File: src/rtl/pcsf_pkg.sv
// ----------------------------------------------------------------------------
// pcsf_pkg
// Shared widths, constants and stage records of the pair contact spring
// force pipeline.
// ----------------------------------------------------------------------------
package pcsf_pkg;

  // Dimensionality of the contact: 2 ignores z, anything else is 3D.
  localparam int unsigned DIMENSIONS = 3;

  localparam int unsigned CW     = 32;           // coordinate and force width
  localparam int unsigned RW     = 31;           // radius width
  localparam int unsigned KW     = 32;           // spring constant width
  localparam int unsigned MW     = CW + 1;       // offset magnitude width
  localparam int unsigned SW     = 2 * MW;       // sum of squares width
  localparam int unsigned ROOTW  = MW;           // distance width
  localparam int unsigned REMW   = ROOTW + 2;    // root remainder width
  localparam int unsigned UW     = 31;           // unit component width, Q1.30
  localparam int unsigned DREMW  = ROOTW + 1;    // divider remainder width
  localparam int unsigned DRESTW = UW;           // numerator bits still to shift in
  localparam int unsigned PW     = 2 * KW;       // |delta| * k width
  localparam int unsigned PPW    = KW + UW;      // partial product width
  localparam int unsigned FPW    = PW + UW;      // full product width
  localparam int unsigned QW     = FPW - 46;     // product after the Q shift

  localparam int unsigned SQRT_STEPS = ROOTW;
  localparam int unsigned DIV_STEPS  = UW;

  localparam logic [KW-1:0] SPRING_RESET = KW'(65536);
  localparam logic [QW-1:0] POS_LIMIT    = QW'(64'h7FFF_FFFF);
  localparam logic [QW-1:0] NEG_LIMIT    = QW'(64'h8000_0000);

  // Pair geometry carried through the root stages.
  typedef struct packed {
    logic [2:0][MW-1:0] mag;
    logic [2:0]         neg;
    logic [RW:0]        rsum;
  } geom_t;

  // One step of the square root.
  typedef struct packed {
    geom_t              geom;
    logic [SW-1:0]      rad;
    logic [ROOTW-1:0]   root;
    logic [REMW-1:0]    rem;
  } sqrt_t;

  // One step of the three unit-vector dividers.
  typedef struct packed {
    logic [2:0][DREMW-1:0]  rem;
    logic [2:0][DRESTW-1:0] rest;
    logic [2:0][UW-1:0]     quo;
    logic [ROOTW-1:0]       span;
    logic [PW-1:0]          pmag;
    logic [2:0]             neg;
    logic                   collided;
    logic                   zero;
  } div_t;

endpackage

File: src/rtl/pcsf_sqrt_stage.sv
// ----------------------------------------------------------------------------
// pcsf_sqrt_stage
// One registered step of the digit-by-digit square root: two radicand bits
// in, one root bit out.
// ----------------------------------------------------------------------------
module pcsf_sqrt_stage (
  input  logic            clk_i,
  input  logic            rst_ni,
  input  logic            en_i,
  input  logic            valid_i,
  input  pcsf_pkg::sqrt_t step_i,
  output logic            valid_o,
  output pcsf_pkg::sqrt_t step_o
);
  import pcsf_pkg::*;

  logic [REMW+1:0] trial;
  logic [REMW+1:0] shifted;
  logic [REMW+1:0] diff;
  logic            take;
  sqrt_t           step_d;
  logic            valid_q;
  sqrt_t           step_q;

  // Bring down two radicand bits and try the next root bit.
  always_comb begin
    shifted = {step_i.rem, step_i.rad[SW-1 -: 2]};
    trial   = {{(REMW - ROOTW){1'b0}}, step_i.root, 2'b01};
    take    = shifted >= trial;
    diff    = shifted - trial;
    step_d       = step_i;
    step_d.rad   = {step_i.rad[SW-3:0], 2'b00};
    step_d.root  = {step_i.root[ROOTW-2:0], take};
    step_d.rem   = take ? diff[REMW-1:0] : shifted[REMW-1:0];
  end

  // Valid bit.
  always_ff @(posedge clk_i or negedge rst_ni) begin
    if (!rst_ni) begin
      valid_q <= 1'b0;
    end else if (en_i) begin
      valid_q <= valid_i;
    end
  end

  // Data.
  always_ff @(posedge clk_i) begin
    if (en_i) begin
      step_q <= step_d;
    end
  end

  assign valid_o = valid_q;
  assign step_o  = step_q;
endmodule

File: config.mk
export PLATFORM = sky130hd
export DESIGN_NAME = pcsf_sqrt_stage
export DESIGN_NICKNAME = d
export VERILOG_FILES = /design/src/rtl/pcsf_pkg.sv /design/src/rtl/pcsf_sqrt_stage.sv
export SDC_FILE = /design/constraint.sdc
export NUM_CORES = 1
export LEC_CHECK = 0
export CORE_AREA = 2 2 212 214
export DETAILED_ROUTE_END_ITERATION = 10
export DIE_AREA = 0 0 214 216
export DONT_BUFFER_PORTS = 1
export GPL_TIMING_DRIVEN = 1
export PLACE_DENSITY = 0.37
export SYNTH_ARGS = -nofsm -noshare
export SYNTH_HDL_FRONTEND = slang
export SYNTH_SLANG_ARGS = --single-unit
File: constraint.sdc
create_clock -name clk_i -period 0.9 [get_ports clk_i]
set_input_delay 0.18 -clock clk_i [delete_from_list [all_inputs] [get_ports clk_i]]
set_output_delay 0.18 -clock clk_i [all_outputs]
set_load 0.02 [all_outputs]
==> results <==
- The path category of the worst min-delay check is input port to flop.
- The share of the clock period used by the worst path is 236%.
- The max-cap violation count is 0.
- Leaving out fill and tap cells, the most frequent cells in the layout are dlygate4sd3_1, edfxtp_1, buf_4.
- Row generation in the floorplan step produced 77 rows.
- The routed via count is 7131.
- The number of buffers created by CTS is 30.
- The overall power is 33.9 mW.
- The clock passes through at most 3 buffers.
- The kind of end point of the critical path is a flop.
- The number of H-tree branching levels is 1.
- The count of nets left with antenna violations once routing finished came out at 0.
- TritonCTS built the clock tree.
- The required time of the worst setup path is 1210 ps.
- Across all register-to-register paths, the minimum setup slack is 140 ps.
- The sequential-to-total area share from yosys stat is 75.0%.
- The number of detailed-routing iterations run before antenna repair is 4.
- The most common library cell in the layout ignoring fill and taps is dlygate4sd3_1.
- In the final design database the tool counted 1352 nets.
- The cell count after synthesis is 624.
- The top-level port count is 541.
- For this run, global-route usage on met1 was measured as 17.3%.
- After clock tree synthesis, the clock-pin slew on the worst setup and hold paths is 70 ps.
- The setup slack of the critical path after layout is -1230 ps.
- The critical register-to-register path startpoint is valid_o.
- The timing-limited maximum frequency is 470 MHz.
- The count of routing violations after the opening detailed-route iteration is 338.
- The count of endpoints failing setup in the final report is 303.
- The initial utilization of the core area, before any placement, comes to 24.4%.
- Once placement finished, the instance area stood at 12500 um^2.
- Setup repair after global routing could not meet its margin everywhere.
- Across every metal layer, demand over resource in global routing totals 16.7%.
- The global-route layer with the greatest usage is met2.
- Global routing finished with a remaining overflow of 0.
- The via count normalized by instance count is 4.30.
- The data arrival at the endpoint of the critical path is 2430 ps.
- In this run the worst setup path begins at step_i[35].
- The first-pass GRT wire length is 56.8 mm.
- The worst hold path passes through 0 cells.
- Entering global routing, the biggest net connects 268 pins.
- Hold timing on the final database bottoms out at a slack of -268 ps.
- The startpoint identified for the worst hold timing path is en_i.
- The buffers plus inverters on the worst setup path is 3.
- The filler cells instantiated in the layout total 4140.
- The per-instance average area after synthesis is 17.1 um^2.
- The hold buffer count at CTS is 268.
- The signal on the critical path passes through inv_12 -> ha_4 -> o21a_1 -> o211ai_2 -> a311oi_2 -> nor4_4 -> a2111oi_4 -> o21a_2 -> o211a_4 -> buf_6 -> buf_12 -> mux2_4.
- The via count of the first global-routing pass came to 7850.
- For this run, design rule violations remaining after detail routing come to 0.
- The number of register bits inferred by synthesis is 267.
- The core utilization of the finished layout is 37.8%.
- Counting buffers and inverters, the worst setup path is 12 cells deep.
- The routed wire length per instance is 24.0 um.
- For the pin with the worst max-slew slack, the measured transition is 860 ps.
- The signed area change from the synthesized netlist to the final layout is 55.2%.
- Global routing used 31.0% of the available met2 tracks.
- The number of sinks handled by clock tree synthesis is 267.
- CTS placed an instance of clkbuf_16 at the clock tree root.
- For this run, asynchronously set or reset flops after synthesis account for 0.375%.
- The clock skew is 0 ps.
- The netlist area before placement is 10700 um^2.
- The prevailing post-synth register cell is edfxtp_1.
- The type of the setup path with the least slack is input port to flop.
- The initial antenna violation count is 7.
- The depth of the worst register-to-register path is 1.
- Yosys mapped the design onto 58 distinct sky130hd cell types.
- The sort of element at the start of the critical path is an input port.
- The max-slew violation count was 0.
- The count of input and output buffers is 0.
- Once detailed placement completed, the half-perimeter wirelength came to 28.1 mm.
- The width of the chip is 214 um.
- In this run the power density over the cells is 2040 nW/um^2.
- The post-route standard cell area excluding fillers is 16600 um^2.
- On the worst path, the slowest cell contributes a delay of 340 ps.
- The minimum clock period is 2130 ps.
- The floorplan step defined a core boundary enclosing 43800 um^2.
- The post-route netlist has 25.0% of its cells at a drive strength greater than 1.
- The checks that failed: negative hold slack, negative setup slack.
- The final wirelength is 39.8 mm.
- The maximum vdd drop is 1.39 mV.
- The final-report hold violation count was 56.
- In this run the worst path has a maximum fanout of 5.
- The y dimension of the die is 216 um.
- The run finished, with violations left.
- The met3 global-route usage is 5.41%.
- The cell type group with the largest total delay on the critical path is compound AO/OA/AOI/OAI gates.
- The number of warnings printed during yosys synthesis is 0.
- At the later pin of the worst-skew pair, clock insertion delay measures 560 ps.
- Among all stages on the critical path, the largest delay is contributed by a2111oi_4.
- In this run the static leakage power is 6.38 nW.
- The die outline area is 46200 um^2.
- Measured against its own limit, the worst slew margin works out to 42.7%.
- Counting flops with a built-in enable in the synthesized netlist gives 266.
- Routability-driven placement finished with a final weighted congestion of 0.846.
- The worst-case setup slack after placement is -1960 ps.
-- routing by layer --
layer,vias up,wire [um]
li1,3229,-
met1,3498,13900
met2,327,21200
met4,8,1500
met3,69,3140
met5,-,49
-- cell usage after synthesis, drive strengths merged (2+ instances only) --
cell	instances	area, um^2
mux2	32	454
nor4	3	25.0
xor2	14	123
or4	2	15.0
o21ai	13	65.1
o31a	2	17.5
a311oi	2	17.5
a21oi	30	150
nand2b	2	12.5
a2111oi	2	30.0
nand3	9	45.0
mux2i	3	30.0
o21bai	3	22.5
xnor2	19	166
nand2	25	93.8
a21o	26	195
a31o	4	35.0
and3	4	25.0
a211oi	2	15.0
o21a	4	31.3
clkbuf	10	37.5
nor2b	4	25.0
a31oi	2	12.5
nor3	2	10.0
o211ai	3	32.5
nand4	8	50.1
buf	8	95.1
edfxtp	266	7990
ha	35	438
o221ai	4	35.0
or3	2	12.5
or2	2	12.5
nor2	22	82.6
inv	41	154
-- sequential cells by signal, indices dropped and copies added (netlist names) --
| register | cells |
|---|---|
| step_o | 266 |
| valid_o | 1 |
-- cell type report --
cell class,instances,area [um^2],area share (%)
flip-flops and latches,267,8010,48.3
repair buffers,406,3910,23.5
multi-input cells,299,2790,16.8
clock buffers,35,791,4.77
well taps,592,741,4.47
inverters,41,194,1.17
clock inverters,18,150,0.905
diodes,2,5.00,0.0302
-- timing repair --
item	CTS	global route
pin swaps	3	6
hold endpoints to repair	533	267
gates resized for setup	40	25
endpoints found under the setup margin	303	303
cloned	2	0
buffers inserted	5	4
-- report_power, final --
group | total, mW | internal, mW | switching [mW]
registers | 17.2 | 15.1 | 2.07
logic | 4.75 | 2.86 | 1.89
clock network | 11.9 | 6.82 | 5.09
total | 33.9 | 24.8 | 9.04
-- path summary, 6_finish.rpt --
path	endpoint
worst min-delay path	step_o[64]
min in group asynchronous	valid_o
worst min register to register	valid_o
max in group asynchronous	valid_o
worst max register to register	valid_o
worst max-delay path	step_o[2]
-- through the flow --
stage               setup TNS, ps  std cells  hold slack, ps
floorplan                  -57120        625            -116
global placement           -67080       1328            -115
detailed placement         -68280       1328            -115
CTS                       -145750       1655            -294
global route              -150110       1659            -306
finish                    -133640       1660            -268
-- cells by family (layout without fill, tap and decap cells) --
| family | count (synthesis) | in the layout | synth area share [%] |
|---|---|---|---|
| compound gates | 107 | 107 | 7.00 |
| other cells | 1 | 4 | 0.0351 |
| mux | 35 | 35 | 4.53 |
| simple gates | 87 | 87 | 3.97 |
| xor+xnor | 33 | 33 | 2.70 |
| flops | 267 | 267 | 75.0 |
| fa+ha+maj | 35 | 35 | 4.10 |
| buf+inv | 59 | 500 | 2.68 |
No activity file was read; power rests on OpenSTA's default activity.
