==> config.mk <==
export PLATFORM = sky130hd
export DESIGN_NAME = pcsf_div_stage
export DESIGN_NICKNAME = d
export VERILOG_FILES = /design/src/rtl/pcsf_pkg.sv /design/src/rtl/pcsf_div_stage.sv
export SDC_FILE = /design/constraint.sdc
export NUM_CORES = 1
export LEC_CHECK = 0
export ABC_AREA = 1
export BUFFER_PORTS_ARGS = -buffer_cell sky130_fd_sc_hd__buf_2
export CAP_MARGIN = 10
export CORE_AREA = 2 2 310 312
export DETAILED_ROUTE_END_ITERATION = 7
export DIE_AREA = 0 0 312 314
export GPL_TIMING_DRIVEN = 1
export PLACE_DENSITY = 0.41
export RECOVER_POWER = 100
export SYNTH_ARGS = -nofsm -noshare
export SYNTH_HDL_FRONTEND = slang
export SYNTH_SLANG_ARGS = --single-unit
==> constraint.sdc <==
create_clock -name clk_i -period 0.9 [get_ports clk_i]
set_clock_uncertainty 0.2 [all_clocks]
set_input_delay 0.225 -clock clk_i [delete_from_list [all_inputs] [get_ports clk_i]]
set_output_delay 0.225 -clock clk_i [all_outputs]
set_load 0.01 [all_outputs]
==> src/rtl/pcsf_pkg.sv <==
// ----------------------------------------------------------------------------
// pcsf_pkg
// Shared widths, constants and stage records of the pair contact spring
// force pipeline.
// ----------------------------------------------------------------------------
package pcsf_pkg;

  // Dimensionality of the contact: 2 ignores z, anything else is 3D.
  localparam int unsigned DIMENSIONS = 3;

  localparam int unsigned CW     = 32;           // coordinate and force width
  localparam int unsigned RW     = 31;           // radius width
  localparam int unsigned KW     = 32;           // spring constant width
  localparam int unsigned MW     = CW + 1;       // offset magnitude width
  localparam int unsigned SW     = 2 * MW;       // sum of squares width
  localparam int unsigned ROOTW  = MW;           // distance width
  localparam int unsigned REMW   = ROOTW + 2;    // root remainder width
  localparam int unsigned UW     = 31;           // unit component width, Q1.30
  localparam int unsigned DREMW  = ROOTW + 1;    // divider remainder width
  localparam int unsigned DRESTW = UW;           // numerator bits still to shift in
  localparam int unsigned PW     = 2 * KW;       // |delta| * k width
  localparam int unsigned PPW    = KW + UW;      // partial product width
  localparam int unsigned FPW    = PW + UW;      // full product width
  localparam int unsigned QW     = FPW - 46;     // product after the Q shift

  localparam int unsigned SQRT_STEPS = ROOTW;
  localparam int unsigned DIV_STEPS  = UW;

  localparam logic [KW-1:0] SPRING_RESET = KW'(65536);
  localparam logic [QW-1:0] POS_LIMIT    = QW'(64'h7FFF_FFFF);
  localparam logic [QW-1:0] NEG_LIMIT    = QW'(64'h8000_0000);

  // Pair geometry carried through the root stages.
  typedef struct packed {
    logic [2:0][MW-1:0] mag;
    logic [2:0]         neg;
    logic [RW:0]        rsum;
  } geom_t;

  // One step of the square root.
  typedef struct packed {
    geom_t              geom;
    logic [SW-1:0]      rad;
    logic [ROOTW-1:0]   root;
    logic [REMW-1:0]    rem;
  } sqrt_t;

  // One step of the three unit-vector dividers.
  typedef struct packed {
    logic [2:0][DREMW-1:0]  rem;
    logic [2:0][DRESTW-1:0] rest;
    logic [2:0][UW-1:0]     quo;
    logic [ROOTW-1:0]       span;
    logic [PW-1:0]          pmag;
    logic [2:0]             neg;
    logic                   collided;
    logic                   zero;
  } div_t;

endpackage

==> src/rtl/pcsf_div_stage.sv <==
// ----------------------------------------------------------------------------
// pcsf_div_stage
// One registered step of the three restoring dividers that form the unit
// vector: one quotient bit per lane.
// ----------------------------------------------------------------------------
module pcsf_div_stage (
  input  logic           clk_i,
  input  logic           rst_ni,
  input  logic           en_i,
  input  logic           valid_i,
  input  pcsf_pkg::div_t step_i,
  output logic           valid_o,
  output pcsf_pkg::div_t step_o
);
  import pcsf_pkg::*;

  logic [2:0][DREMW:0] shifted;
  logic [2:0][DREMW:0] diff;
  logic [2:0]          take;
  div_t                step_d;
  logic                valid_q;
  div_t                step_q;

  // Shift in the next numerator bit and subtract the distance when it fits.
  always_comb begin
    step_d = step_i;
    for (int i = 0; i < 3; i++) begin
      shifted[i] = {step_i.rem[i], step_i.rest[i][DRESTW-1]};
      take[i]    = shifted[i] >= {2'b00, step_i.span};
      diff[i]    = shifted[i] - {2'b00, step_i.span};
      step_d.rem[i]  = take[i] ? diff[i][DREMW-1:0] : shifted[i][DREMW-1:0];
      step_d.rest[i] = {step_i.rest[i][DRESTW-2:0], 1'b0};
      step_d.quo[i]  = {step_i.quo[i][UW-2:0], take[i]};
    end
  end

  // Valid bit.
  always_ff @(posedge clk_i or negedge rst_ni) begin
    if (!rst_ni) begin
      valid_q <= 1'b0;
    end else if (en_i) begin
      valid_q <= valid_i;
    end
  end

  // Data.
  always_ff @(posedge clk_i) begin
    if (en_i) begin
      step_q <= step_d;
    end
  end

  assign valid_o = valid_q;
  assign step_o  = step_q;
endmodule

==> report_table.html, run 1 <==
<table>
<tr><th>Metric</th><th>Value</th></tr>
<tr><th colspan="2">Setup path</th></tr>
<tr><td>Nature of the critical path startpoint</td><td>input port</td></tr>
<tr><td>Cell-by-cell listing of the critical path</td><td>buf_8, clkinvlp_4, buf_6, ha_4, nand2_4, nor2_4, nand2_4, nor2_4, nand3_4, nand3_4, nor2_4, buf_12, buf_12, nand2_4, nand2_2</td></tr>
<tr><td>Worst endpoint data arrival time</td><td>2170 ps</td></tr>
<tr><td>Crit path largest cell delay</td><td>300 ps</td></tr>
<tr><td>Endpoint required time on the critical path</td><td>1090 ps</td></tr>
<tr><td>Buf+Inv Stages, Crit Path</td><td>5</td></tr>
<tr><td>Source of the worst register-to-register timing path</td><td>valid_o</td></tr>
<tr><td>Worst Setup Path Type</td><td>input port to flop</td></tr>
<tr><td>Cell at the slowest stage of the critical path</td><td>sky130_fd_sc_hd__ha_4</td></tr>
<tr><td>Endpoint of the worst-slack reg-to-reg timing path</td><td>valid_o</td></tr>
<tr><td>Flop2flop setup slack</td><td>-40 ps</td></tr>
<tr><td>Highest fanout seen on the critical path</td><td>7</td></tr>
<tr><td>Number of cells on the worst reg-to-reg path</td><td>1</td></tr>
<tr><td>Gate family responsible for the most delay along the worst path</td><td>simple AND/OR/NAND/NOR gates</td></tr>
<tr><td>Critical path endpoint category</td><td>flop</td></tr>
<tr><th colspan="2">Power</th></tr>
<tr><td>Maximum vdd drop</td><td>1.25 mV</td></tr>
<tr><td>Power per cell area</td><td>1600 nW/um^2</td></tr>
<tr><td>Pleak</td><td>18.7 nW</td></tr>
<tr><th colspan="2">GRT</th></tr>
<tr><td>First-pass GRT wire length</td><td>158000 um</td></tr>
<tr><td>Pin count of the biggest net entering global routing</td><td>27</td></tr>
<tr><td>Vias in the first global route</td><td>22700</td></tr>
<tr><td>GR Util All Layers</td><td>0.226</td></tr>
<tr><td>Antenna violations before repair</td><td>36</td></tr>
<tr><td>Global route overflow</td><td>0</td></tr>
<tr><th colspan="2">Clock tree</th></tr>
<tr><td>Clock tree from TritonCTS</td><td>yes</td></tr>
<tr><td>Source-to-sink clock delay at the later pin of the worst-skew pair</td><td>620 ps</td></tr>
<tr><td>Maximum clock insertion buffer count</td><td>3</td></tr>
<tr><td>Clock transition at path regs</td><td>60 ps</td></tr>
<tr><td>Root buf cell</td><td>sky130_fd_sc_hd__clkbuf_16</td></tr>
<tr><td>Total CTS buffers</td><td>48</td></tr>
<tr><td>Maximum level of the CTS H-tree</td><td>2</td></tr>
<tr><td>Sinks on Clock Net</td><td>388</td></tr>
<tr><th colspan="2">Floorplanning</th></tr>
<tr><td>FP Rows</td><td>113</td></tr>
<tr><td>Starting Density</td><td>0.225</td></tr>
<tr><td>Core area</td><td>94400 sq um</td></tr>
<tr><td>Floorplan die area</td><td>98000 sq um</td></tr>
<tr><td>Width of the die</td><td>312 um</td></tr>
<tr><td>Vertical die dimension</td><td>314 um</td></tr>
<tr><td>I/O pin total</td><td>785</td></tr>
<tr><th colspan="2">Place</th></tr>
<tr><td>Placed Cells incl. Taps</td><td>4878</td></tr>
<tr><td>Dpl hpwl</td><td>93100 um</td></tr>
<tr><td>Routability Congestion</td><td>0.887</td></tr>
<tr><td>Total of buffers placed on input and output ports</td><td>778</td></tr>
<tr><td>Placed inst area</td><td>30600 sq um</td></tr>
<tr><td>Post-Place Worst Slack</td><td>-2110 ps</td></tr>
<tr><th colspan="2">Outcome</th></tr>
<tr><td>Result of the run</td><td>finished, violations left</td></tr>
<tr><td>Violated checks</td><td>negative hold slack, negative setup slack</td></tr>
<tr><th colspan="2">Worst hold path</th></tr>
<tr><td>Hold Startpoint</td><td>step_i[356]</td></tr>
<tr><td>Min-Delay Path Depth</td><td>3</td></tr>
<tr><td>Class of the most critical hold timing path</td><td>input port to flop</td></tr>
<tr><td>WHS Endpoint</td><td>step_o[357]</td></tr>
<tr><th colspan="2">Detailed routing</th></tr>
<tr><td>Average detailed-routed wire length per instance</td><td>21.5 um</td></tr>
<tr><td>Antenna-violating nets left</td><td>0</td></tr>
<tr><td>Number of DRC violations after detailed-routing iteration 0</td><td>1433</td></tr>
<tr><td>Drt total wl</td><td>116000 um</td></tr>
<tr><td>Vias per cell</td><td>4.18</td></tr>
<tr><td>Number of DRC violations after detailed routing</td><td>0</td></tr>
<tr><td>Detailed Routing Iterations Pass 1</td><td>5</td></tr>
<tr><td>Vias</td><td>22600</td></tr>
<tr><th colspan="2">Flow run</th></tr>
<tr><td>Total of max-cap violations</td><td>0</td></tr>
<tr><th colspan="2">STA</th></tr>
<tr><td>Setup violation total in the final timing report</td><td>865</td></tr>
<tr><td>Final worst hold slack</td><td>-219 ps</td></tr>
<tr><td>Clock period minus final worst setup slack</td><td>1990 ps</td></tr>
<tr><td>Hold Fails Final Rpt</td><td>28</td></tr>
<tr><td>RSZ-0062 raised after global routing</td><td>true</td></tr>
<tr><td>Max Clk Rate</td><td>503 MHz</td></tr>
<tr><td>Final period util</td><td>2.21</td></tr>
<tr><td>Post-route setup slack</td><td>-1090 ps</td></tr>
<tr><td>Final Max Tran Viols</td><td>0</td></tr>
<tr><th colspan="2">Logic synthesis</th></tr>
<tr><td>FF+latch count, synth</td><td>388</td></tr>
<tr><td>Yosys warning count</td><td>0</td></tr>
<tr><td>Cell area after synthesis</td><td>21300 sq um</td></tr>
<tr><td>Simple-gate portion of the synthesized area</td><td>0.264</td></tr>
<tr><td>Combinational family with the most area after synthesis</td><td>simple AND/OR/NAND/NOR gates</td></tr>
<tr><td>Sequential share of the synthesized area</td><td>0.548</td></tr>
<tr><td>Multiplexer fraction of the synthesized cell area</td><td>0.000530</td></tr>
<tr><td>Compound-Gate Fraction of Synth Area</td><td>0.0296</td></tr>
<tr><td>Post-Synth XOR/XNOR Area</td><td>0.0210</td></tr>
<tr><td>Number of different library cells in the post-synthesis netlist</td><td>41</td></tr>
<tr><td>Mapped Cells</td><td>2368</td></tr>
<tr><td>Arithmetic-cell share of the synthesized area counting full adders, half adders and majority gates</td><td>0.0611</td></tr>
<tr><td>Syn Area/Cell</td><td>8.98 sq um</td></tr>
<tr><th colspan="2">Cells and area</th></tr>
<tr><td>Net count of the finished layout</td><td>4584</td></tr>
<tr><td>Area grow syn2layout</td><td>83.7%</td></tr>
<tr><td>Commonest cells after routing, fill and taps aside</td><td>sky130_fd_sc_hd__nand2_1, sky130_fd_sc_hd__buf_2, sky130_fd_sc_hd__buf_4</td></tr>
<tr><td>Leading cell type in the layout, fill and taps excluded</td><td>sky130_fd_sc_hd__nand2_1</td></tr>
<tr><td>Post-layout instance count excluding filler cells</td><td>5395</td></tr>
<tr><td>Layout Cell Area excl Fill</td><td>39000 sq um</td></tr>
<tr><td>Ratio of cells with drive above 1 in the final layout</td><td>0.450</td></tr>
</table>
metal layers:
layer,GRT usage,up-vias,share of wire
met5,0,-,0.0012
met4,0.0989,24,0.049
met3,0.0466,198,0.058
met2,0.408,718,0.51
met1,0.255,10600,0.38
li1,-,11000,-
report_power, final:
part           leakage (nW)  total (mW)  internal [mW]  switching, mW
clock                 0.828        21.6           12.9           8.66
combinational          14.0        18.2           8.36           9.80
sequential             3.80        22.8           22.1          0.735
total                  18.7        62.6           43.4           19.2
final cells by class:
| type | count | area [sq um] |
|---|---|---|
| clock inverter | 36 | 498 |
| sequential | 388 | 11600 |
| inverter | 368 | 1420 |
| fill | 9639 | 55400 |
| antenna | 8 | 20.0 |
| tap | 1265 | 1580 |
| timing repair buffer | 1688 | 12500 |
| multi-input combinational | 1594 | 10200 |
| clock buffer | 48 | 1200 |
kinds of logic after synthesis:
group,count (synthesis)
flip-flops,388
other,1
buffers and inverters,389
AO/OA/AOI/OAI,105
XOR/XNOR,51
AND/OR/NAND/NOR,1331
multiplexers,1
adder cells (fa/ha/maj),102
worst max path at each step:
stage / from / endpoint / slack, ps / cells after the start
6_report: step_i[87] / step_o[324] / -1090 / 15
5_1_grt: step_i[83] / step_o[320] / -1160 / 15
2_1_floorplan: step_i[99] / step_o[303] / -1210 / 12
3_5_place_dp: step_i[86] / step_o[317] / -2110 / 14
4_1_cts: step_i[87] / step_o[307] / -1050 / 14
3_3_place_gp: step_i[86] / step_o[317] / -2150 / 14
cell usage after synthesis (all sizes together):
library cell / count / area, sq um
nand2: 995 / 3860
edfxtp: 387 / 11600
inv: 368 / 1380
nor2: 175 / 764
nand3: 110 / 591
ha: 99 / 1240
a21oi: 74 / 419
xor2: 41 / 359
nor3: 24 / 153
buf: 21 / 229
nand4: 14 / 118
o21bai: 13 / 97.6
o21ai: 10 / 50.1
xnor2: 10 / 87.6
a21o: 6 / 46.3
or2: 4 / 27.5
and3: 3 / 18.8
fa: 3 / 60.1
nand3b: 2 / 15.0
nor4b: 2 / 47.6
o21a: 2 / 15.0
and2: 1 / 8.76
conb: 1 / 3.75
dfrtp: 1 / 25.0
mux2: 1 / 11.3
nor3b: 1 / 7.51
per-stage QoR:
| step | setup TNS (ps) | power (mW) | util | hold WS [ps] |
|---|---|---|---|---|
| 2_1_floorplan | -124170 | 29.0 | - | -271 |
| 3_3_place_gp | -353560 | 37.9 | 0.324 | -196 |
| 3_5_place_dp | -351330 | 37.8 | 0.324 | -195 |
| 4_1_cts | -386440 | 62.1 | 0.397 | -328 |
| 5_1_grt | -428590 | 65.3 | 0.413 | -217 |
| 6_report | -393440 | 62.6 | 0.413 | -219 |
repair_timing:
item,in CTS,in global routing
endpoints found under the hold margin,498,58
resized for setup,261,333
endpoints found under the setup margin,494,494
hold buffers,362,4
pin swaps,40,119
setup buffers,26,25
gates cloned,2,10
sequential cells by signal, summed over array words and instances, names as in the netlist:
name	cells
valid_o	1
step_o	387
No activity file was read; power rests on OpenSTA's default activity.
==> run 2: changes to the inputs <==
- CORE_AREA: 2 2 310 312 -> 2 2 306 308
- DIE_AREA: 0 0 312 314 -> 0 0 308 310
- PLACE_DENSITY: 0.41 -> 0.4
- clock period: 0.9 -> 2 ns (I/O delays scaled with it)
==> report_table.html, run 2 (same netlist as run 1, synthesis figures left out) <==
<table>
<tr><th>Metric</th><th>Value</th></tr>
<tr><th colspan="2">Detailed routing</th></tr>
<tr><td>Routed length on met2</td><td>57700 um</td></tr>
<tr><td>Antenna-violating nets left</td><td>0</td></tr>
<tr><td>Vias per cell</td><td>4.19</td></tr>
<tr><td>Routed metal-1 wirelength</td><td>44400 um</td></tr>
<tr><td>Number of DRC violations after detailed-routing iteration 0</td><td>1356</td></tr>
<tr><td>Detailed Routing Iterations Pass 1</td><td>5</td></tr>
<tr><td>Drt total wl</td><td>112000 um</td></tr>
<tr><td>Wire length on met3</td><td>6730 um</td></tr>
<tr><td>DR top layer</td><td>met5</td></tr>
<tr><td>Vias</td><td>22100</td></tr>
<tr><td>Number of DRC violations after detailed routing</td><td>0</td></tr>
<tr><td>Average detailed-routed wire length per instance</td><td>21.3 um</td></tr>
<tr><th colspan="2">Place</th></tr>
<tr><td>Total of buffers placed on input and output ports</td><td>778</td></tr>
<tr><td>Post-Place Worst Slack</td><td>-1270 ps</td></tr>
<tr><td>Dpl hpwl</td><td>91200 um</td></tr>
<tr><td>Routability Congestion</td><td>0.889</td></tr>
<tr><th colspan="2">Setup path</th></tr>
<tr><td>Worst endpoint data arrival time</td><td>2510 ps</td></tr>
<tr><td>Cell mode on critical path</td><td>sky130_fd_sc_hd__nand2_2</td></tr>
<tr><td>Cell at the slowest stage of the critical path</td><td>sky130_fd_sc_hd__clkbuf_16</td></tr>
<tr><td>Endpoint required time on the critical path</td><td>2150 ps</td></tr>
<tr><td>Crit path largest cell delay</td><td>250 ps</td></tr>
<tr><td>Cell-by-cell listing of the critical path</td><td>clkbuf_1, inv_2, buf_12, buf_12, ha_4, nand2_4, inv_1, nand2_1, nand2_2, a21oi_2, nand2_2, nand2_2, buf_6, nand4_4, clkbuf_16, nand2_2, nand2_2</td></tr>
<tr><td>Worst Setup Path Type</td><td>input port to flop</td></tr>
<tr><td>Critical path endpoint category</td><td>flop</td></tr>
<tr><td>Nature of the critical path startpoint</td><td>input port</td></tr>
<tr><td>Highest fanout seen on the critical path</td><td>7</td></tr>
<tr><th colspan="2">Power</th></tr>
<tr><td>Pleak</td><td>18.5 nW</td></tr>
<tr><td>Maximum vdd drop</td><td>0.548 mV</td></tr>
<tr><td>Power per cell area</td><td>712 nW/um^2</td></tr>
<tr><td>Total power consumption of the routed design</td><td>27.2 mW</td></tr>
<tr><th colspan="2">Flow run</th></tr>
<tr><td>Total of max-cap violations</td><td>0</td></tr>
<tr><th colspan="2">STA</th></tr>
<tr><td>Final Max Tran Viols</td><td>0</td></tr>
<tr><td>Relative slew margins</td><td>0.476</td></tr>
<tr><td>Final worst hold slack</td><td>35.3 ps</td></tr>
<tr><td>Final setup TNS</td><td>-30590 ps</td></tr>
<tr><td>Clock period minus final worst setup slack</td><td>2350 ps</td></tr>
<tr><td>RSZ-0062 raised after global routing</td><td>true</td></tr>
<tr><td>Final period util</td><td>1.18</td></tr>
<tr><td>Hold Fails Final Rpt</td><td>0</td></tr>
<tr><td>Setup violation total in the final timing report</td><td>111</td></tr>
<tr><td>Transition time at the pin with the least slew margin</td><td>786 ps</td></tr>
<tr><td>Max Clk Rate</td><td>425 MHz</td></tr>
<tr><td>Post-route setup slack</td><td>-351 ps</td></tr>
<tr><th colspan="2">Clock tree</th></tr>
<tr><td>Source-to-sink clock delay at the later pin of the worst-skew pair</td><td>600 ps</td></tr>
<tr><td>Root buf cell</td><td>sky130_fd_sc_hd__clkbuf_16</td></tr>
<tr><td>Total CTS buffers</td><td>47</td></tr>
<tr><td>Sinks on Clock Net</td><td>388</td></tr>
<tr><td>Clock transition at path regs</td><td>60 ps</td></tr>
<tr><td>Maximum clock insertion buffer count</td><td>3</td></tr>
<tr><td>Maximum level of the CTS H-tree</td><td>2</td></tr>
<tr><td>Clock tree from TritonCTS</td><td>yes</td></tr>
<tr><th colspan="2">Floorplanning</th></tr>
<tr><td>FP Rows</td><td>112</td></tr>
<tr><td>Floorplan die area</td><td>95500 sq um</td></tr>
<tr><td>I/O pin total</td><td>785</td></tr>
<tr><td>Core area</td><td>92500 sq um</td></tr>
<tr><td>Width of the die</td><td>308 um</td></tr>
<tr><td>Vertical die dimension</td><td>310 um</td></tr>
<tr><td>Starting Density</td><td>0.230</td></tr>
<tr><th colspan="2">Cells and area</th></tr>
<tr><td>Net count of the finished layout</td><td>4530</td></tr>
<tr><td>Largest register FFs</td><td>387</td></tr>
<tr><td>Sequential cell area</td><td>11600 sq um</td></tr>
<tr><td>Commonest cells after routing, fill and taps aside</td><td>sky130_fd_sc_hd__nand2_1, sky130_fd_sc_hd__buf_2, sky130_fd_sc_hd__buf_4</td></tr>
<tr><td>Ratio of cells with drive above 1 in the final layout</td><td>0.455</td></tr>
<tr><td>Area grow syn2layout</td><td>80.0%</td></tr>
<tr><td>Multi-input gate area in the final layout</td><td>10100 sq um</td></tr>
<tr><td>Filler cells</td><td>9350</td></tr>
<tr><td>Leading cell type in the layout, fill and taps excluded</td><td>sky130_fd_sc_hd__nand2_1</td></tr>
<tr><th colspan="2">GRT</th></tr>
<tr><td>First-pass GRT wire length</td><td>151000 um</td></tr>
<tr><td>GR Util All Layers</td><td>0.221</td></tr>
<tr><td>Pin count of the biggest net entering global routing</td><td>71</td></tr>
<tr><td>Antenna violations before repair</td><td>30</td></tr>
<tr><td>Global route overflow</td><td>0</td></tr>
<tr><td>Vias in the first global route</td><td>21700</td></tr>
<tr><th colspan="2">Outcome</th></tr>
<tr><td>Violated checks</td><td>negative setup slack</td></tr>
<tr><td>Result of the run</td><td>finished, violations left</td></tr>
<tr><th colspan="2">Worst hold path</th></tr>
<tr><td>Class of the most critical hold timing path</td><td>input port to flop</td></tr>
</table>
[run 2: cell types whose count changed in the layout (fill, tap and decap cells not counted), sizes merged]
cell	previous run	this run
buf	1255	1308
diode	8	11
clkinvlp	11	17
dlygate4sd3	366	308
bufinv	11	5
inv	365	360
clkbuf	115	71
clkinv	17	20
[run 2: metrics by stage]
step	instance area [sq um]	utilization	std cells
2_1_floorplan	21300	-	2370
3_3_place_gp	30500	0.329	4806
5_1_grt	38200	0.413	5272
4_1_cts	36000	0.390	5223
6_report	38200	0.414	5279
3_5_place_dp	30500	0.329	4806
[run 2: area by class of cell]
type | instances | area share
sequential | 388 | 0.305
multi-input combinational | 1594 | 0.263
clock inverter | 34 | 0.00929
clock buffer | 52 | 0.0321
tap | 1197 | 0.0392
timing repair buffer | 1635 | 0.314
inverter | 368 | 0.0374
antenna | 11 | 0.000720
[run 2: where the power goes]
group          internal [mW]  switching, mW  total [mW]
sequential              9.94          0.300        10.2
clock                   5.11           3.82        8.94
combinational           3.68           4.36        8.04
[run 2: critical path, delay by kind of cell]
kind	cells	cell delay (ps)
AND/OR/NAND/NOR	8	740
adder cells (fa/ha/maj)	1	230
buffers and inverters	7	850
AO/OA/AOI/OAI	1	170
[run 2: path summary, 6_finish.rpt]
check                      depth (start not counted)  slack, ps   startpoint           to
max                                               17       -350   step_i[82]  step_o[354]
min reg2reg                                        1        320      valid_o      valid_o
min in group asynchronous                          2        170       rst_ni      valid_o
min                                                3         40  step_i[367]  step_o[368]
max reg2reg                                        1       1050      valid_o      valid_o
max in group asynchronous                          2       1340       rst_ni      valid_o
[run 2: timing repair]
action,in CTS,in global routing
setup endpoints to repair,122,117
buffers inserted,20,37
cloned,3,10
gates resized for setup,124,403
pin swaps,19,98
endpoints found under the hold margin,308,0
hold buffers,308,0
[run 2: layer usage]
layer  vias to the layer above  global-route usage
met1                     10400               0.257
met5                         -                   0
met3                       135              0.0492
met4                        24              0.0568
met2                       619               0.407
li1                      10900                   -
==> run 3: changes to the inputs <==
- clock period: 2 -> 2.5 ns (I/O delays scaled with it)
==> report_table.html, run 3 (same netlist as run 1, synthesis figures left out) <==
<table>
<tr><th>Metric</th><th>Value</th></tr>
<tr><th colspan="2">Place</th></tr>
<tr><td>Dpl hpwl</td><td>89300 um</td></tr>
<tr><td>Post-Place Worst Slack</td><td>-927 ps</td></tr>
<tr><td>Routability Congestion</td><td>0.891</td></tr>
<tr><td>Total of buffers placed on input and output ports</td><td>778</td></tr>
<tr><td>Placed inst area</td><td>30600 sq um</td></tr>
<tr><th colspan="2">Worst hold path</th></tr>
<tr><td>Hold Startpoint</td><td>step_i[377]</td></tr>
<tr><td>Class of the most critical hold timing path</td><td>input port to flop</td></tr>
<tr><td>Min-Delay Path Depth</td><td>3</td></tr>
<tr><td>WHS Endpoint</td><td>step_o[378]</td></tr>
<tr><th colspan="2">Power</th></tr>
<tr><td>Pleak</td><td>16.7 nW</td></tr>
<tr><td>Power share of the sequential group</td><td>0.386</td></tr>
<tr><td>Total power consumption of the routed design</td><td>21.2 mW</td></tr>
<tr><td>Switching power as a share of total power</td><td>0.309</td></tr>
<tr><td>Internal power summed over all cells</td><td>14.7 mW</td></tr>
<tr><td>Power share of the combinational group</td><td>0.275</td></tr>
<tr><td>Switching pwr</td><td>6.55 mW</td></tr>
<tr><td>Maximum vdd drop</td><td>0.469 mV</td></tr>
<tr><td>Power per cell area</td><td>588 nW/um^2</td></tr>
<tr><td>Clk pwr share</td><td>0.339</td></tr>
<tr><th colspan="2">Cells and area</th></tr>
<tr><td>Leading cell type in the layout, fill and taps excluded</td><td>sky130_fd_sc_hd__nand2_1</td></tr>
<tr><td>Final core utilization</td><td>0.390</td></tr>
<tr><td>Net count of the finished layout</td><td>4496</td></tr>
<tr><td>Filler cells</td><td>9730</td></tr>
<tr><td>Layout Cell Area excl Fill</td><td>36100 sq um</td></tr>
<tr><td>Multi-input gate area in the final layout</td><td>9300 sq um</td></tr>
<tr><td>Commonest cells after routing, fill and taps aside</td><td>sky130_fd_sc_hd__nand2_1, sky130_fd_sc_hd__buf_4, sky130_fd_sc_hd__clkbuf_1</td></tr>
<tr><td>Largest register FFs</td><td>387</td></tr>
<tr><td>Area grow syn2layout</td><td>69.8%</td></tr>
<tr><td>Sequential cell area</td><td>11600 sq um</td></tr>
<tr><td>Ratio of cells with drive above 1 in the final layout</td><td>0.319</td></tr>
<tr><th colspan="2">Detailed routing</th></tr>
<tr><td>Vias</td><td>21700</td></tr>
<tr><td>Vias per cell</td><td>4.13</td></tr>
<tr><td>Number of DRC violations after detailed-routing iteration 0</td><td>1244</td></tr>
<tr><td>Detailed Routing Iterations Pass 1</td><td>5</td></tr>
<tr><td>Number of DRC violations after detailed routing</td><td>0</td></tr>
<tr><td>Average detailed-routed wire length per instance</td><td>20.7 um</td></tr>
<tr><td>Drt total wl</td><td>108000 um</td></tr>
<tr><td>Antenna-violating nets left</td><td>0</td></tr>
<tr><th colspan="2">Outcome</th></tr>
<tr><td>Result of the run</td><td>finished clean</td></tr>
<tr><th colspan="2">STA</th></tr>
<tr><td>Setup violation total in the final timing report</td><td>0</td></tr>
<tr><td>Clock period minus final worst setup slack</td><td>2490 ps</td></tr>
<tr><td>Final period util</td><td>0.996</td></tr>
<tr><td>RSZ-0062 raised after global routing</td><td>true</td></tr>
<tr><td>Post-route setup slack</td><td>9.32 ps</td></tr>
<tr><td>Transition time at the pin with the least slew margin</td><td>1450 ps</td></tr>
<tr><td>Relative slew margins</td><td>0.0359</td></tr>
<tr><td>Final Max Tran Viols</td><td>0</td></tr>
<tr><td>Max Clk Rate</td><td>401 MHz</td></tr>
<tr><td>Hold Fails Final Rpt</td><td>0</td></tr>
<tr><th colspan="2">Floorplanning</th></tr>
<tr><td>Width of the die</td><td>308 um</td></tr>
<tr><td>FP Rows</td><td>112</td></tr>
<tr><td>Core area</td><td>92500 sq um</td></tr>
<tr><td>Vertical die dimension</td><td>310 um</td></tr>
<tr><td>Starting Density</td><td>0.230</td></tr>
<tr><td>I/O pin total</td><td>785</td></tr>
<tr><td>Floorplan die area</td><td>95500 sq um</td></tr>
<tr><th colspan="2">Clock tree</th></tr>
<tr><td>Source-to-sink clock delay at the later pin of the worst-skew pair</td><td>620 ps</td></tr>
<tr><td>Clock transition at path regs</td><td>70 ps</td></tr>
<tr><td>Maximum level of the CTS H-tree</td><td>2</td></tr>
<tr><td>Sinks on Clock Net</td><td>388</td></tr>
<tr><td>Root buf cell</td><td>sky130_fd_sc_hd__clkbuf_16</td></tr>
<tr><td>Clock tree from TritonCTS</td><td>yes</td></tr>
<tr><td>Maximum clock insertion buffer count</td><td>3</td></tr>
<tr><td>Total CTS buffers</td><td>49</td></tr>
<tr><th colspan="2">Setup path</th></tr>
<tr><td>Worst Setup Path Type</td><td>input port to flop</td></tr>
<tr><td>Critical path endpoint category</td><td>flop</td></tr>
<tr><td>Worst endpoint data arrival time</td><td>2660 ps</td></tr>
<tr><td>Source of the worst register-to-register timing path</td><td>valid_o</td></tr>
<tr><td>Highest fanout seen on the critical path</td><td>8</td></tr>
<tr><td>Number of cells on the worst reg-to-reg path</td><td>1</td></tr>
<tr><td>Nature of the critical path startpoint</td><td>input port</td></tr>
<tr><td>Flop2flop setup slack</td><td>1560 ps</td></tr>
<tr><td>Endpoint required time on the critical path</td><td>2670 ps</td></tr>
<tr><td>Endpoint of the worst-slack reg-to-reg timing path</td><td>valid_o</td></tr>
<tr><th colspan="2">GRT</th></tr>
<tr><td>Pin count of the biggest net entering global routing</td><td>60</td></tr>
<tr><td>First-pass GRT wire length</td><td>147000 um</td></tr>
<tr><td>GR Util All Layers</td><td>0.216</td></tr>
<tr><td>Global route overflow</td><td>0</td></tr>
<tr><td>Vias in the first global route</td><td>21200</td></tr>
<tr><td>Antenna violations before repair</td><td>30</td></tr>
<tr><th colspan="2">Flow run</th></tr>
<tr><td>Total of max-cap violations</td><td>0</td></tr>
</table>
-- run 3: power groups by stage --
stage               clock [mW]  sequential, mW  combinational [mW]
detailed placement           0            8.29                5.29
global route              7.65            8.24                6.36
floorplan                    0            8.61                1.84
finish                    7.18            8.19                5.84
CTS                       7.40            8.17                5.78
global placement             0            8.30                5.29
-- run 3: how the worst max path moves through the flow --
stage | from | to | slack [ps] | cells past startpoint
floorplan | step_i[70] | step_o[379] | -10 | 13
global placement | step_i[85] | step_o[316] | -900 | 14
detailed placement | step_i[85] | step_o[309] | -930 | 14
CTS | step_i[81] | step_o[365] | -30 | 13
global route | step_i[84] | step_o[317] | -30 | 16
finish | step_i[99] | step_o[295] | 9 | 14
-- run 3: per-stage QoR --
stage / TNS, ps / std cells / hold slack [ps]
global route: -465 / 5241 / 43.6
global placement: -79330 / 4830 / 206
detailed placement: -81260 / 4830 / 208
floorplan: -49.5 / 2370 / 129
CTS: -422 / 5213 / 0.178
finish: 0 / 5245 / 87.9
-- run 3: area by class of cell --
| class | instances | share of cell area |
|---|---|---|
| Timing Repair Buffer | 1598 | 0.294 |
| Sequential cell | 388 | 0.323 |
| Tap cell | 1197 | 0.0415 |
| Multi-Input combinational cell | 1595 | 0.258 |
| Inverter | 368 | 0.0397 |
| Antenna cell | 8 | 0.000555 |
| Clock inverter | 29 | 0.00735 |
| Clock buffer | 62 | 0.0368 |
-- run 3: metal layers --
metal  vias to the layer above  track usage  part of all wire  routed length, um
li1                      10900            -                 -                  -
met1                     10100        0.258              0.41              43900
met2                       587        0.386              0.50              54200
met3                       126       0.0504             0.064               6950
met4                        16       0.0593             0.030               3200
met5                         -            0           0.00097                105
-- run 3: critical path, cell delays in order --
cell and delay, ps:
sky130_fd_sc_hd__buf_6 80, sky130_fd_sc_hd__clkinvlp_4 200, sky130_fd_sc_hd__ha_4 340, sky130_fd_sc_hd__buf_4 120, sky130_fd_sc_hd__inv_2 40, sky130_fd_sc_hd__nor3_2 200, sky130_fd_sc_hd__nand2_2 110, sky130_fd_sc_hd__nor2_4 150
sky130_fd_sc_hd__nand3_2 100, sky130_fd_sc_hd__nor3_4 290, sky130_fd_sc_hd__nor2_4 110, sky130_fd_sc_hd__buf_12 170, sky130_fd_sc_hd__nand2_2 50, sky130_fd_sc_hd__nand2_1 40
-- run 3: timing repair --
action / CTS / global route
gates cloned: 3 / 2
hold endpoints to repair: 277 / 1
setup endpoints to repair: 89 / 103
hold buffers: 277 / 1
buffers inserted: 12 / 23
gates resized for setup: 44 / 280
pin swaps: 9 / 72
